**src/quaternion_to_euler_angles_defines.svh**
```systemverilog
// ----------------------------------------------------------------------------
// quaternion to euler angles: assertion macros
// shared assertion forms for the conversion pipeline
// ----------------------------------------------------------------------------
`ifndef QUATERNION_TO_EULER_ANGLES_DEFINES_SVH
`define QUATERNION_TO_EULER_ANGLES_DEFINES_SVH

// same-cycle implication, off during reset
`define QTE_ASSERT_IMP(label, clk, rst_n, ante, cons) \
    label: assert property (@(posedge clk) disable iff (!rst_n) (ante) |-> (cons)) \
        else $error("qte assertion failed");

// next-cycle implication, checked during reset too
`define QTE_ASSERT_NEXT(label, clk, ante, cons) \
    label: assert property (@(posedge clk) (ante) |=> (cons)) \
        else $error("qte assertion failed");

`endif

```
**src/qte_pkg.sv**
```systemverilog
// ----------------------------------------------------------------------------
// qte_pkg
// types, constants and helper functions of the quaternion to euler pipeline
// ----------------------------------------------------------------------------
package qte_pkg;

    localparam int INPUT_WIDTH_DEF = 16;
    localparam int CORDIC_ITER_DEF = 16;

    localparam int CW        = 40;
    localparam int AW        = 28;
    localparam int DIV_STEPS = 31;
    localparam int SQ_STEPS  = 31;

    localparam logic signed [33:0]   ONE_Q28       = 34'sd268435456;
    localparam logic signed [AW-1:0] ANGLE_QUARTER = 28'sd26353589;
    localparam logic signed [29:0]   OUT_HALF_PI   = 30'sd6434;
    localparam logic signed [29:0]   OUT_PI        = 30'sd12868;
    localparam logic signed [29:0]   OUT_TWO_PI    = 30'sd25736;
    localparam logic signed [13:0]   ELEV_POS      = 14'sd6434;
    localparam logic signed [13:0]   ELEV_NEG      = -14'sd6434;

    localparam logic signed [AW-1:0] ATAN_TAB [9] = '{
        28'sd13176795, 28'sd7778716, 28'sd4110060, 28'sd2086331, 28'sd1047214,
        28'sd524117, 28'sd262123, 28'sd131069, 28'sd65536
    };

    typedef enum logic [1:0] {
        POLE_NONE = 2'd0,
        POLE_POS  = 2'd1,
        POLE_NEG  = 2'd2
    } t_pole;

    typedef struct packed {
        logic [32:0] rem;
        logic [30:0] low;
        logic [30:0] quo;
        logic [32:0] den;
        logic        neg;
        logic        zero;
    } t_div;

    typedef struct packed {
        logic [32:0] rem;
        logic [30:0] root;
        logic [61:0] rad;
    } t_sqrt;

    typedef struct packed {
        logic signed [CW-1:0] x;
        logic signed [CW-1:0] y;
        logic signed [AW-1:0] ang;
        logic                 zero;
    } t_cordic;

    typedef struct packed {
        t_pole              pole;
        logic signed [33:0] hy;
        logic signed [33:0] hx;
        logic signed [33:0] by;
        logic signed [33:0] bx;
        logic signed [15:0] py;
        logic signed [15:0] pw;
    } t_side;

    function automatic logic signed [AW-1:0] atan_step(input int i);
        logic signed [AW-1:0] r;
        if (i < 9) begin
            r = ATAN_TAB[i[3:0]];
        end else if (i <= 24) begin
            r = AW'(1) << (24 - i);
        end else begin
            r = '0;
        end
        return r;
    endfunction

    function automatic t_cordic prerotate(input logic signed [CW-1:0] y,
                                          input logic signed [CW-1:0] x);
        t_cordic c;
        c.zero = (x == '0) && (y == '0);
        if (x[CW-1]) begin
            if (!y[CW-1]) begin
                c.x   = y;
                c.y   = -x;
                c.ang = ANGLE_QUARTER;
            end else begin
                c.x   = -y;
                c.y   = x;
                c.ang = -ANGLE_QUARTER;
            end
        end else begin
            c.x   = x;
            c.y   = y;
            c.ang = '0;
        end
        return c;
    endfunction

    function automatic logic signed [15:0] round_sat(input logic signed [29:0] a,
                                                     input logic signed [29:0] lim);
        logic signed [29:0] r;
        r = (a + 30'sd2048) >>> 12;
        if (r > lim) begin
            r = lim;
        end else if (r < -lim) begin
            r = -lim;
        end
        return r[15:0];
    endfunction

endpackage

```
**src/qte_div_cell.sv**
```systemverilog
// ----------------------------------------------------------------------------
// qte_div_cell
// one restoring division step, one quotient bit per cycle while enabled
// ----------------------------------------------------------------------------
module qte_div_cell (
    input  logic            i_clk,
    input  logic            i_en,
    input  qte_pkg::t_div   i_d,
    output qte_pkg::t_div   o_d
);

    qte_pkg::t_div r_d;
    qte_pkg::t_div n_d;
    logic [33:0]   rem2;
    logic [33:0]   diff;
    logic          ge;

    always_comb begin
        rem2       = {i_d.rem, i_d.low[30]};
        diff       = rem2 - {1'b0, i_d.den};
        ge         = rem2 >= {1'b0, i_d.den};
        n_d        = i_d;
        n_d.rem    = ge ? diff[32:0] : rem2[32:0];
        n_d.low    = {i_d.low[29:0], 1'b0};
        n_d.quo    = {i_d.quo[29:0], ge};
    end

    always_ff @(posedge i_clk) begin
        if (i_en) begin
            r_d <= n_d;
        end
    end

    assign o_d = r_d;

endmodule

```
**config.mk**
```make
export PLATFORM = sky130hd
export DESIGN_NAME = qte_div_cell
export DESIGN_NICKNAME = d
export VERILOG_FILES = /design/src/quaternion_to_euler_angles_defines.svh /design/src/qte_pkg.sv /design/src/qte_div_cell.sv
export SDC_FILE = /design/constraint.sdc
export NUM_CORES = 1
export LEC_CHECK = 0
export BUFFER_PORTS_ARGS = -buffer_cell sky130_fd_sc_hd__buf_2
export CAP_MARGIN = 20
export CORE_MARGIN = 10
export CORE_UTILIZATION = 25
export DETAILED_ROUTE_END_ITERATION = 10
export HOLD_SLACK_MARGIN = 0.06
export SLEW_MARGIN = 20
export SYNTH_ARGS = -nofsm -noshare
export SYNTH_HDL_FRONTEND = slang
export SYNTH_SLANG_ARGS = --single-unit
```
**constraint.sdc**
```tcl
create_clock -name i_clk -period 4.1 [get_ports i_clk]
set_clock_uncertainty 0.15 [all_clocks]
set_input_delay 0.41 -clock i_clk [delete_from_list [all_inputs] [get_ports i_clk]]
set_output_delay 0.41 -clock i_clk [all_outputs]
set_load 0.005 [all_outputs]
```
==> metrics.txt <==
fmax=274 MHz; crit-path leading delay family=compound AO/OA/AOI/OAI gates; CTS Hold Buffers Added=95; crit-path most repeated cell=o21ai_2; total gr overflow=0; DRT Pass-1 Iters=4; synthesized area per cell=12.9 µm²; synthesized cell area=6410 µm²; kind of critical path=in2reg; CTS tree=done; worst hold margin=0.130 ns; post-CTS resize count=0; initial antenna violation count=6; DRC=0; endpoints failing setup=0; critical-path cell list=dlygate4sd3_1, buf_2, ha_1, inv_1, fa_1, a21o_1, a221oi_2, o21ai_2, a21boi_2, o31ai_2, a21oi_4, buf_4, o21ai_2; Storage cell area=3870 µm²; crit path from=i_d[2]; Clock Sinks=129; area of the die=32500 µm²; Ports=262; RSZ-0062 raised after global routing=no; CTS Buf Count=17; core area=25200 µm²; routed wire length=21.3 mm; most frequent cells in the layout=buf_2, edfxtp_1, dlygate4sd3_1; Multi-input gate area=2220 µm²; CP bufs+invs=4; fin util=37.9%; post-synthesis net count=663; IO Port Bufs=259; share of cells above drive strength 1=39.3%; Tcrit/Tclk final=88.9%; pwr/cell area=408 nW/µm²; CP Capture Type=flop; leading cell type in the layout, fill and taps excluded=buf_2; crit path max fanout=28; Initial DRC Count=241; Hold WC Path Type=in2reg; Worst setup SP type=input pin; Final Worst Setup Slack=0.455 ns; Reg clk slew, reported paths=0.06 ns; Synth-to-Final Area Change=49.0%; Die W=180 µm; max-slew violation count=0; largest net degree at the start of global routing=87; max reg flops=129; row count=58; number of max-cap violations=0; pre-CTS setup slack=0.468 ns; Yosys Warn Count=0; Hold Startpoint=i_d[104]; GRT Util Overall=12.8%; Hold Vio Cnt, Final=0; slowest cell on the critical path=dlygate4sd3_1; DIE HEIGHT=180 µm; Via Count=5206; Overall Power=3.90 mW; number of synthesized flops with an enable pin=129; Synth async-reset ratio=0%; Initial Util=25.5%; ANT nets after route=0; crit path time final=3.64 ns; library cells used by synthesis=61; DP Wirelength=16.5 mm; WP data required=4.11 ns; nets=1025; Synth Flop Type=edfxtp_1; routability congestion estimate=0.851; WL per Instance=17.7 µm; postcts setup bufs=0; maximum buffer depth of the clock tree=2; global-route wire length before repair=32.3 mm; Slew @ Worst Pin=0.798 ns; status=finished, final reports clean; Worst slew margin=46.8%; sum of negative setup slack=0 ns; slowest stage delay, CP=0.51 ns; VDD IR-drop max=224 µV; sequential share of the synthesized area=60.4%; post-synthesis register bit count=129; H-tree Lvls=4; Synth Instances=497; Leakage=4.13 nW; Vias/cell=4.33; Root Driver=clkbuf_16; FILL cells=2496; Worst EP arrival=3.65 ns; vias in the first global route=5433
## synthesized netlist by cell type, drive strengths merged (4+ instances only)
cell type	number	share of area (%)
edfxtp	129	60
nand2	52	3.4
o21ai	48	5.1
inv	45	2.6
a21oi	34	2.9
ha	33	6.4
buf	15	2.2
xnor2	15	2.0
nor2	14	0.82
xor2	13	1.8
a21o	12	1.4
and3	9	0.92
nand3	6	0.47
o21bai	6	0.70
o31ai	6	0.86
nand4	5	0.49
nand2b	4	0.39
nor3	4	0.31
nor4	4	0.49
o21a	4	0.47
## kinds of logic after synthesis
family | synth area share [%]
other | 0.0585
flip-flops | 60.4
adder cells (fa/ha/maj) | 6.75
multiplexers | 0.234
XOR/XNOR | 3.82
AO/OA/AOI/OAI | 15.6
buffers and inverters | 5.01
AND/OR/NAND/NOR | 8.08
## worst paths after layout
kind        to  slack [ns]  cells after the start
min   o_d[105]        0.13                      3
max   o_d[112]        0.46                     13
## report_power, final
group,internal (mW),total [mW],leakage [nW],switching [mW]
logic,0.359,0.769,2.59,0.410
clock network,0.855,1.50,0.272,0.641
registers,1.61,1.64,1.26,0.0281
total,2.82,3.90,4.13,1.08
## area by class of cell
class	count	area share [%]
Sequential cell	129	40.6
Timing Repair Buffer	361	24.1
Multi-Input combinational cell	305	23.2
Clock buffer	18	4.49
Tap cell	330	4.32
Inverter	45	1.77
Clock inverter	14	1.49
Antenna cell	1	0.0262
## metal layers
layer | routed length, µm | global-route usage (%) | share of wire [%]
met5 | 63 | 0 | 0.30
met4 | 199 | 3.18 | 0.93
met3 | 1830 | 5.46 | 8.6
met2 | 10500 | 22.2 | 49
met1 | 8690 | 14.2 | 41
## metrics by stage
stage	instance area, µm²	cells
finish	9550	1203
CTS	9550	1202
floorplan	6410	497
detailed placement	8030	1075
global route	9550	1202
global placement	8030	1075
No activity file was read; power rests on OpenSTA's default activity.
