File: src/quaternion_to_euler_angles_defines.svh
// ----------------------------------------------------------------------------
// quaternion to euler angles: assertion macros
// shared assertion forms for the conversion pipeline
// ----------------------------------------------------------------------------
`ifndef QUATERNION_TO_EULER_ANGLES_DEFINES_SVH
`define QUATERNION_TO_EULER_ANGLES_DEFINES_SVH

// same-cycle implication, off during reset
`define QTE_ASSERT_IMP(label, clk, rst_n, ante, cons) \
    label: assert property (@(posedge clk) disable iff (!rst_n) (ante) |-> (cons)) \
        else $error("qte assertion failed");

// next-cycle implication, checked during reset too
`define QTE_ASSERT_NEXT(label, clk, ante, cons) \
    label: assert property (@(posedge clk) (ante) |=> (cons)) \
        else $error("qte assertion failed");

`endif

File: src/qte_pkg.sv
// ----------------------------------------------------------------------------
// qte_pkg
// types, constants and helper functions of the quaternion to euler pipeline
// ----------------------------------------------------------------------------
package qte_pkg;

    localparam int INPUT_WIDTH_DEF = 16;
    localparam int CORDIC_ITER_DEF = 16;

    localparam int CW        = 40;
    localparam int AW        = 28;
    localparam int DIV_STEPS = 31;
    localparam int SQ_STEPS  = 31;

    localparam logic signed [33:0]   ONE_Q28       = 34'sd268435456;
    localparam logic signed [AW-1:0] ANGLE_QUARTER = 28'sd26353589;
    localparam logic signed [29:0]   OUT_HALF_PI   = 30'sd6434;
    localparam logic signed [29:0]   OUT_PI        = 30'sd12868;
    localparam logic signed [29:0]   OUT_TWO_PI    = 30'sd25736;
    localparam logic signed [13:0]   ELEV_POS      = 14'sd6434;
    localparam logic signed [13:0]   ELEV_NEG      = -14'sd6434;

    localparam logic signed [AW-1:0] ATAN_TAB [9] = '{
        28'sd13176795, 28'sd7778716, 28'sd4110060, 28'sd2086331, 28'sd1047214,
        28'sd524117, 28'sd262123, 28'sd131069, 28'sd65536
    };

    typedef enum logic [1:0] {
        POLE_NONE = 2'd0,
        POLE_POS  = 2'd1,
        POLE_NEG  = 2'd2
    } t_pole;

    typedef struct packed {
        logic [32:0] rem;
        logic [30:0] low;
        logic [30:0] quo;
        logic [32:0] den;
        logic        neg;
        logic        zero;
    } t_div;

    typedef struct packed {
        logic [32:0] rem;
        logic [30:0] root;
        logic [61:0] rad;
    } t_sqrt;

    typedef struct packed {
        logic signed [CW-1:0] x;
        logic signed [CW-1:0] y;
        logic signed [AW-1:0] ang;
        logic                 zero;
    } t_cordic;

    typedef struct packed {
        t_pole              pole;
        logic signed [33:0] hy;
        logic signed [33:0] hx;
        logic signed [33:0] by;
        logic signed [33:0] bx;
        logic signed [15:0] py;
        logic signed [15:0] pw;
    } t_side;

    function automatic logic signed [AW-1:0] atan_step(input int i);
        logic signed [AW-1:0] r;
        if (i < 9) begin
            r = ATAN_TAB[i[3:0]];
        end else if (i <= 24) begin
            r = AW'(1) << (24 - i);
        end else begin
            r = '0;
        end
        return r;
    endfunction

    function automatic t_cordic prerotate(input logic signed [CW-1:0] y,
                                          input logic signed [CW-1:0] x);
        t_cordic c;
        c.zero = (x == '0) && (y == '0);
        if (x[CW-1]) begin
            if (!y[CW-1]) begin
                c.x   = y;
                c.y   = -x;
                c.ang = ANGLE_QUARTER;
            end else begin
                c.x   = -y;
                c.y   = x;
                c.ang = -ANGLE_QUARTER;
            end
        end else begin
            c.x   = x;
            c.y   = y;
            c.ang = '0;
        end
        return c;
    endfunction

    function automatic logic signed [15:0] round_sat(input logic signed [29:0] a,
                                                     input logic signed [29:0] lim);
        logic signed [29:0] r;
        r = (a + 30'sd2048) >>> 12;
        if (r > lim) begin
            r = lim;
        end else if (r < -lim) begin
            r = -lim;
        end
        return r[15:0];
    endfunction

endpackage

File: src/qte_sqrt_cell.sv
// ----------------------------------------------------------------------------
// qte_sqrt_cell
// one digit-by-digit integer square root step, one root bit per cycle while enabled
// ----------------------------------------------------------------------------
module qte_sqrt_cell (
    input  logic            i_clk,
    input  logic            i_en,
    input  qte_pkg::t_sqrt  i_d,
    output qte_pkg::t_sqrt  o_d
);

    qte_pkg::t_sqrt r_d;
    qte_pkg::t_sqrt n_d;
    logic [34:0]    rem2;
    logic [34:0]    trial;
    logic [34:0]    diff;
    logic           ge;

    always_comb begin
        rem2     = {i_d.rem, i_d.rad[61:60]};
        trial    = {2'b00, i_d.root, 2'b01};
        diff     = rem2 - trial;
        ge       = rem2 >= trial;
        n_d.rem  = ge ? diff[32:0] : rem2[32:0];
        n_d.root = {i_d.root[29:0], ge};
        n_d.rad  = {i_d.rad[59:0], 2'b00};
    end

    always_ff @(posedge i_clk) begin
        if (i_en) begin
            r_d <= n_d;
        end
    end

    assign o_d = r_d;

endmodule

File: config.mk
export PLATFORM = sky130hd
export DESIGN_NAME = qte_sqrt_cell
export DESIGN_NICKNAME = d
export VERILOG_FILES = /design/src/quaternion_to_euler_angles_defines.svh /design/src/qte_pkg.sv /design/src/qte_sqrt_cell.sv
export SDC_FILE = /design/constraint.sdc
export NUM_CORES = 1
export LEC_CHECK = 0
export ABC_CLOCK_PERIOD_IN_PS = 6300
export BUFFER_PORTS_ARGS = -buffer_cell sky130_fd_sc_hd__buf_4
export CAP_MARGIN = 20
export CORE_MARGIN = 8
export CORE_UTILIZATION = 40
export DETAILED_ROUTE_END_ITERATION = 8
export GPL_ROUTABILITY_DRIVEN = 1
export GPL_TIMING_DRIVEN = 0
export HOLD_SLACK_MARGIN = 0.06
export PLACE_DENSITY = 0.77
export SLEW_MARGIN = 10
export SYNTH_ARGS = -nofsm -noshare
export SYNTH_HDL_FRONTEND = slang
export SYNTH_SLANG_ARGS = --single-unit
export TNS_END_PERCENT = 20
File: constraint.sdc
create_clock -name i_clk -period 6.3 [get_ports i_clk]
set_input_delay 1.26 -clock i_clk [delete_from_list [all_inputs] [get_ports i_clk]]
set_output_delay 1.26 -clock i_clk [all_outputs]
set_load 0.1 [all_outputs]
==> results of run 1 <==
[cells by family (layout without fill, tap and decap cells)]
| logic type | Yosys count | count (layout) |
|---|---|---|
| xor gates and xnor gates | 24 | 24 |
| and+or+nand+nor | 111 | 111 |
| buffers and inverters | 65 | 349 |
| muxes | 28 | 28 |
| AOI/OAI and AO/OA | 127 | 127 |
| DFF | 124 | 124 |
| adders and majority gates | 33 | 33 |
| other | 1 | 2 |
[stage by stage]
stage | hold slack [ns] | utilization | cells
after floorplan | 1.36 | - | 514
after global routing | 1.00 | 0.588 | 1014
final | 1.02 | 0.588 | 1014
after CTS | 1.00 | 0.588 | 1014
after global placement | 1.44 | 0.545 | 981
after detailed placement | 1.44 | 0.546 | 982
[worst paths after layout]
kind	to	cells past startpoint	slack [ns]	start
worst max-delay path	o_d[123]	14	2.50	i_d[81]
worst min-delay path	o_d[59]	1	1.02	i_d[57]
[metal layers]
metal	routed length [microns]	share of wire
met5	0	0
met4	178	0.0090
met3	1990	0.10
met2	10000	0.51
met1	7460	0.38
[worst max-delay path, delay by kind of cell]
family          cells  cell delay, ns
mux                 1            0.31
simple gates        3            0.96
compound gates      2            0.36
buf+inv             7            0.80
fa+ha+maj           1            0.26
[layout make-up]
cell class                      count  area [sq um]
Tap cell                          216           270
Buffer                             14           130
Timing Repair Buffer              252          1920
Sequential cell                   124          3720
Multi-Input combinational cell    325          2440
Inverter                           51           204
Clock inverter                     14           231
Fill cell                        1335          6540
Clock buffer                       18           429
[power groups by stage]
stage                     clock network, uW  registers, uW  logic [uW]
final                                  1100           1030        1130
after floorplan                           0           1650         257
after CTS                              1120           1030        1130
after global routing                   1150           1040        1180
after global placement                    0           1050        1120
after detailed placement                  0           1050        1130
[layout by cell type, fill, tap and decap left out, types with 7 or more instances in the layout]
cell type  count
buf_4        252
edfxtp_1     124
inv_1         50
a21oi_1       37
ha_1          33
nand2_1       30
nor2_1        27
xnor2_1       22
o21ai_0       20
mux2_4        18
clkbuf_16     17
nand3_1       12
nor3_1        11
o211ai_1      10
o21a_1         7
==> results.cfg, run 1 <==
[final_layout]
syn_to_final_growth_pct = 43.9
fin_nets = 946
n_antenna_cell = 0
drive_above_1_share = 0.417
largest_reg_flops = 124
final_area_sq_mm = 0.00934

[sta]
max_freq_ghz = 0.263
maxSlewHeadroom = 0.484
worst_pin_slew_ns = 0.754
final.period_utilization = 0.604
grt_setup_unrepaired = false
finalSetupViolations = 0
timing_hold_violations_final = 0
tns_ns = 0
drv_slew = 0
fin_ws_ns = 2.50
min_period_ns = 3.80

[routing]
avgViaCountPerCell = 5.02
drt_first_pass_iters = 5
route.detailed.drc = 0
wl_per_cell_microns = 19.4
first_iter_violations = 298
wl_mm = 19.7
dr_total_vias = 5087
ant_nets = 0

[global_route]
antenna_found_initial = 0
grt_max_degree = 83
grt_pass1_wl_mm = 28.8
use_met3 = 0.0783
track_usage = 0.187
grtUsageMet2 = 0.336
grt_pass1_vias = 5105
grt_util_met1 = 0.198
top_usage_layer = met2
overflow = 0

[cts]
clockBufferDepth = 2
cts_tree = done
cts_root_buf = clkbuf_16
cts.repair.resized = 0
cts_hold_buffers = 0
clk_pin_slew_ns = 0.06
cts_setup_buffers = 0
cts_sinks = 124
cts.htree.levels = 4
cts_inserted_buffers = 17

[synthesis]
seq_area_frac_synth = 0.574
ys.flop_type = edfxtp_1
synth-seq-cells = 124
synth-simple-area-share = 0.0837
synth_common_cells = edfxtp_1, inv_1, a21oi_1, ha_1, nand2_1
synth_edf_count = 124
async_reset_ff_frac = 0
synth_xor_area_frac = 0.0324
synthMuxAreaShare = 0.0582
ys_types = 60
syn_inst = 513
synth-compound-area-share = 0.136
yosys.area.top_type = edfxtp_1
yosys-top-cells-area = edfxtp_1, ha_1, mux2_4
synthAdderAreaFrac = 0.0636
yosysWarnings = 0
avgSynthCellArea_sq_um = 12.7
synth.top_cell.area_share = 0.574
yosysMostFrequentCell = edfxtp_1
synth_top_family_by_area = compound AO/OA/AOI/OAI gates
netlist_area_sq_mm = 0.00649

[pwr]
total_power_uw = 3260
p_int_uw = 2020
p_leak_uw = 0.00406
seq_power_share = 0.317
peakVddDrop_mv = 0.185
pwr-share-comb = 0.347
p_sw_uw = 1240
switching_share = 0.381
clkPwrFrac = 0.336
power_density_mw_per_mm2 = 349

[outcome]
outcome = completed

[worst_setup_path]
slowest_stage = nor4_1
end_kind = flip-flop
crit_path_frequent_cell = buf_12
critPathMaxStageDelay_ns = 0.63
path_cells = buf_4 -> inv_1 -> ha_1 -> buf_2 -> nand2_1 -> nor4_1 -> nand3_1 -> o21a_1 -> buf_6 -> o21a_4 -> buf_12 -> inv_12 -> buf_12 -> mux2_4
crit_path_max_fanout = 10
startpoint_type = input pin
required_ns = 6.46
critPathArrivalTime_ns = 3.96
worstSetupPathType = input pin to flip-flop

[flow_run]
cap_violations = 0

[floorplan]
start_util = 0.409
io_pins = 254
core-area_sq_mm = 0.0159
dieHeight_microns = 143
row_count = 46
dieArea_sq_mm = 0.0206
fp.dieW_microns = 143

[place]
placed_area_sq_mm = 0.00868
dp.final_hpwl_mm = 15.7
port_buffers = 251
dp_slack_ns = 2.07
gp_congestion = 0.869

[worst_hold_path]
min_path_type = input pin to flip-flop
(Power assumes the default switching activity.)
==> run 2, diff against run 1 <==
--- a/config.mk
+++ b/config.mk
@@ -5,7 +5,8 @@
 export SDC_FILE = /design/constraint.sdc
 export NUM_CORES = 1
 export LEC_CHECK = 0
-export ABC_CLOCK_PERIOD_IN_PS = 6300
+export ABC_AREA = 1
+export ABC_CLOCK_PERIOD_IN_PS = 3900
 export BUFFER_PORTS_ARGS = -buffer_cell sky130_fd_sc_hd__buf_4
 export CAP_MARGIN = 20
 export CORE_MARGIN = 8
@@ -14,7 +15,7 @@
 export GPL_ROUTABILITY_DRIVEN = 1
 export GPL_TIMING_DRIVEN = 0
 export HOLD_SLACK_MARGIN = 0.06
-export PLACE_DENSITY = 0.77
+export PLACE_DENSITY = 0.76
 export SLEW_MARGIN = 10
 export SYNTH_ARGS = -nofsm -noshare
 export SYNTH_HDL_FRONTEND = slang
==> constraint.sdc (replaced) <==
create_clock -name i_clk -period 3.9 [get_ports i_clk]
set_input_delay 0.78 -clock i_clk [delete_from_list [all_inputs] [get_ports i_clk]]
set_output_delay 0.78 -clock i_clk [all_outputs]
set_load 0.1 [all_outputs]
==> results.cfg, run 2 <==
[worst_setup_path]
critPathArrivalTime_ns = 2.59
crit_path_max_fanout = 10
worstSetupPathType = input pin to flip-flop
end_kind = flip-flop
path_cells = buf_4 -> inv_1 -> ha_1 -> nand2_1 -> nand2_1 -> a21oi_1 -> nand2b_1 -> nand3_2 -> nor2_4 -> nand2_8 -> buf_12 -> nand3_2 -> nand2_1
crit_path_frequent_cell = nand2_1
critPathMaxStageDelay_ns = 0.34
startpoint_type = input pin
slowest_stage = ha_1
required_ns = 4.07

[cts]
cts_root_buf = clkbuf_16
cts.repair.resized = 0
clockBufferDepth = 2
cts_tree = done
cts_inserted_buffers = 17
cts_hold_buffers = 0
clk_pin_slew_ns = 0.06
cts_sinks = 124
cts.htree.levels = 4
cts_setup_buffers = 0

[routing]
wl_per_cell_microns = 16.4
dr_total_vias = 6077
ant_nets = 0
drt_first_pass_iters = 5
route.detailed.drc = 0
avgViaCountPerCell = 4.59
first_iter_violations = 359
wl_mm = 21.7

[floorplan]
dieArea_sq_mm = 0.0222
fp.dieW_microns = 149
core-area_sq_mm = 0.0173
start_util = 0.408
row_count = 48
dieHeight_microns = 149
io_pins = 254

[final_layout]
fin_nets = 1247
drive_above_1_share = 0.304
largest_reg_flops = 124
syn_to_final_growth_pct = 39.5
final_common_cell = nand2_1
layout_common_cells = nand2_1, buf_4, inv_1, edfxtp_1, nand3_1
final_util = 0.570
n_antenna_cell = 0

[flow_run]
cap_violations = 0

[synthesis]
async_reset_ff_frac = 0
synth.top_cell.area_share = 0.527
yosys-top-cells-area = edfxtp_1, nand2_1, inv_1
netlist_area_sq_mm = 0.00706
syn_inst = 814
avgSynthCellArea_sq_um = 8.67
yosys.area.top_type = edfxtp_1
yosysMostFrequentCell = nand2_1
ys.flop_type = edfxtp_1
synth-seq-cells = 124
ys_types = 32
yosysWarnings = 0
synth_edf_count = 124
synth_common_cells = nand2_1, inv_1, edfxtp_1, nand3_1, nor2_1
seq_area_frac_synth = 0.527

[worst_hold_path]
min_path_type = input pin to flip-flop
hp-start = i_d[54]
min_path_cells = 1
min_to = o_d[56]

[global_route]
antenna_found_initial = 0
track_usage = 0.190
grt_pass1_wl_mm = 32.3
grt_max_degree = 83
grt_pass1_vias = 5927
overflow = 0

[sta]
tns_ns = 0
drv_slew = 0
finalSetupViolations = 0
min_period_ns = 2.42
max_freq_ghz = 0.413
final.period_utilization = 0.620
timing_hold_violations_final = 0
grt_setup_unrepaired = false

[place]
gp_congestion = 0.912
dp.final_hpwl_mm = 17.7
port_buffers = 251

[pwr]
peakVddDrop_mv = 0.298
p_leak_uw = 0.00506
power_density_mw_per_mm2 = 512

[outcome]
outcome = completed
-- run 2: layout make-up --
class                   count  area [sq um]
inverters                 165           619
clock inverters            14           161
plain buffers              11          91.3
multi-input cells         515          2630
well taps                 225           282
clock buffers              18           429
repair buffers            252          1920
fillers                  1593          7440
flip-flops and latches    124          3720
-- run 2: kinds of logic (layout without fill, tap and decap cells) --
group,after synthesis,after routing,share of synthesized area
compound gates,23,23,0.0170
xor+xnor,14,14,0.0174
simple gates,443,443,0.279
flops,124,124,0.527
fa+ha+maj,33,33,0.0585
buf+inv,176,460,0.101
other cells,1,2,0.000531
-- run 2: worst max-delay path: cells and delay by family --
family,cells,cell delay (ns)
AND/OR/NAND/NOR,8,0.97
adder cells (fa/ha/maj),1,0.34
buffers and inverters,3,0.30
AO/OA/AOI/OAI,1,0.20
-- run 2: worst max path at each step --
stage            start        to  depth (start not counted)
4_1_cts        i_d[88]  o_d[112]                         13
2_1_floorplan  i_d[90]  o_d[118]                         12
5_1_grt        i_d[83]   o_d[96]                         13
6_report       i_d[88]  o_d[112]                         13
3_5_place_dp   i_d[88]  o_d[112]                         13
3_3_place_gp   i_d[88]  o_d[112]                         13
-- run 2: layer usage --
layer  routed length [microns]  track usage  vias to the layer above  share of wire
met1                      8980        0.228                     2717           0.41
met5                         0            0                        -              0
met4                       257       0.0545                        0          0.012
met2                     10600        0.327                      215           0.49
met3                      1930       0.0525                       19          0.089
li1                          -            -                     3126              -
-- run 2: power by group --
part	leakage (uW)	internal [uW]	switching [uW]
clock network	0.000284	956	624
logic	0.00356	412	1390
registers	0.00121	1630	35.2
-- run 2: stage by stage --
step | setup WS, ns | std cells | hold slack, ns | instance area, sq um | power [uW]
finish | 1.48 | 1324 | 0.538 | 9850 | 5040
global route | 1.37 | 1324 | 0.516 | 9850 | 5240
CTS | 1.50 | 1324 | 0.520 | 9850 | 5080
detailed placement | 1.06 | 1292 | 0.959 | 9260 | 3490
global placement | 1.07 | 1291 | 0.958 | 9230 | 3470
floorplan | 1.52 | 815 | 0.879 | 7060 | 3030
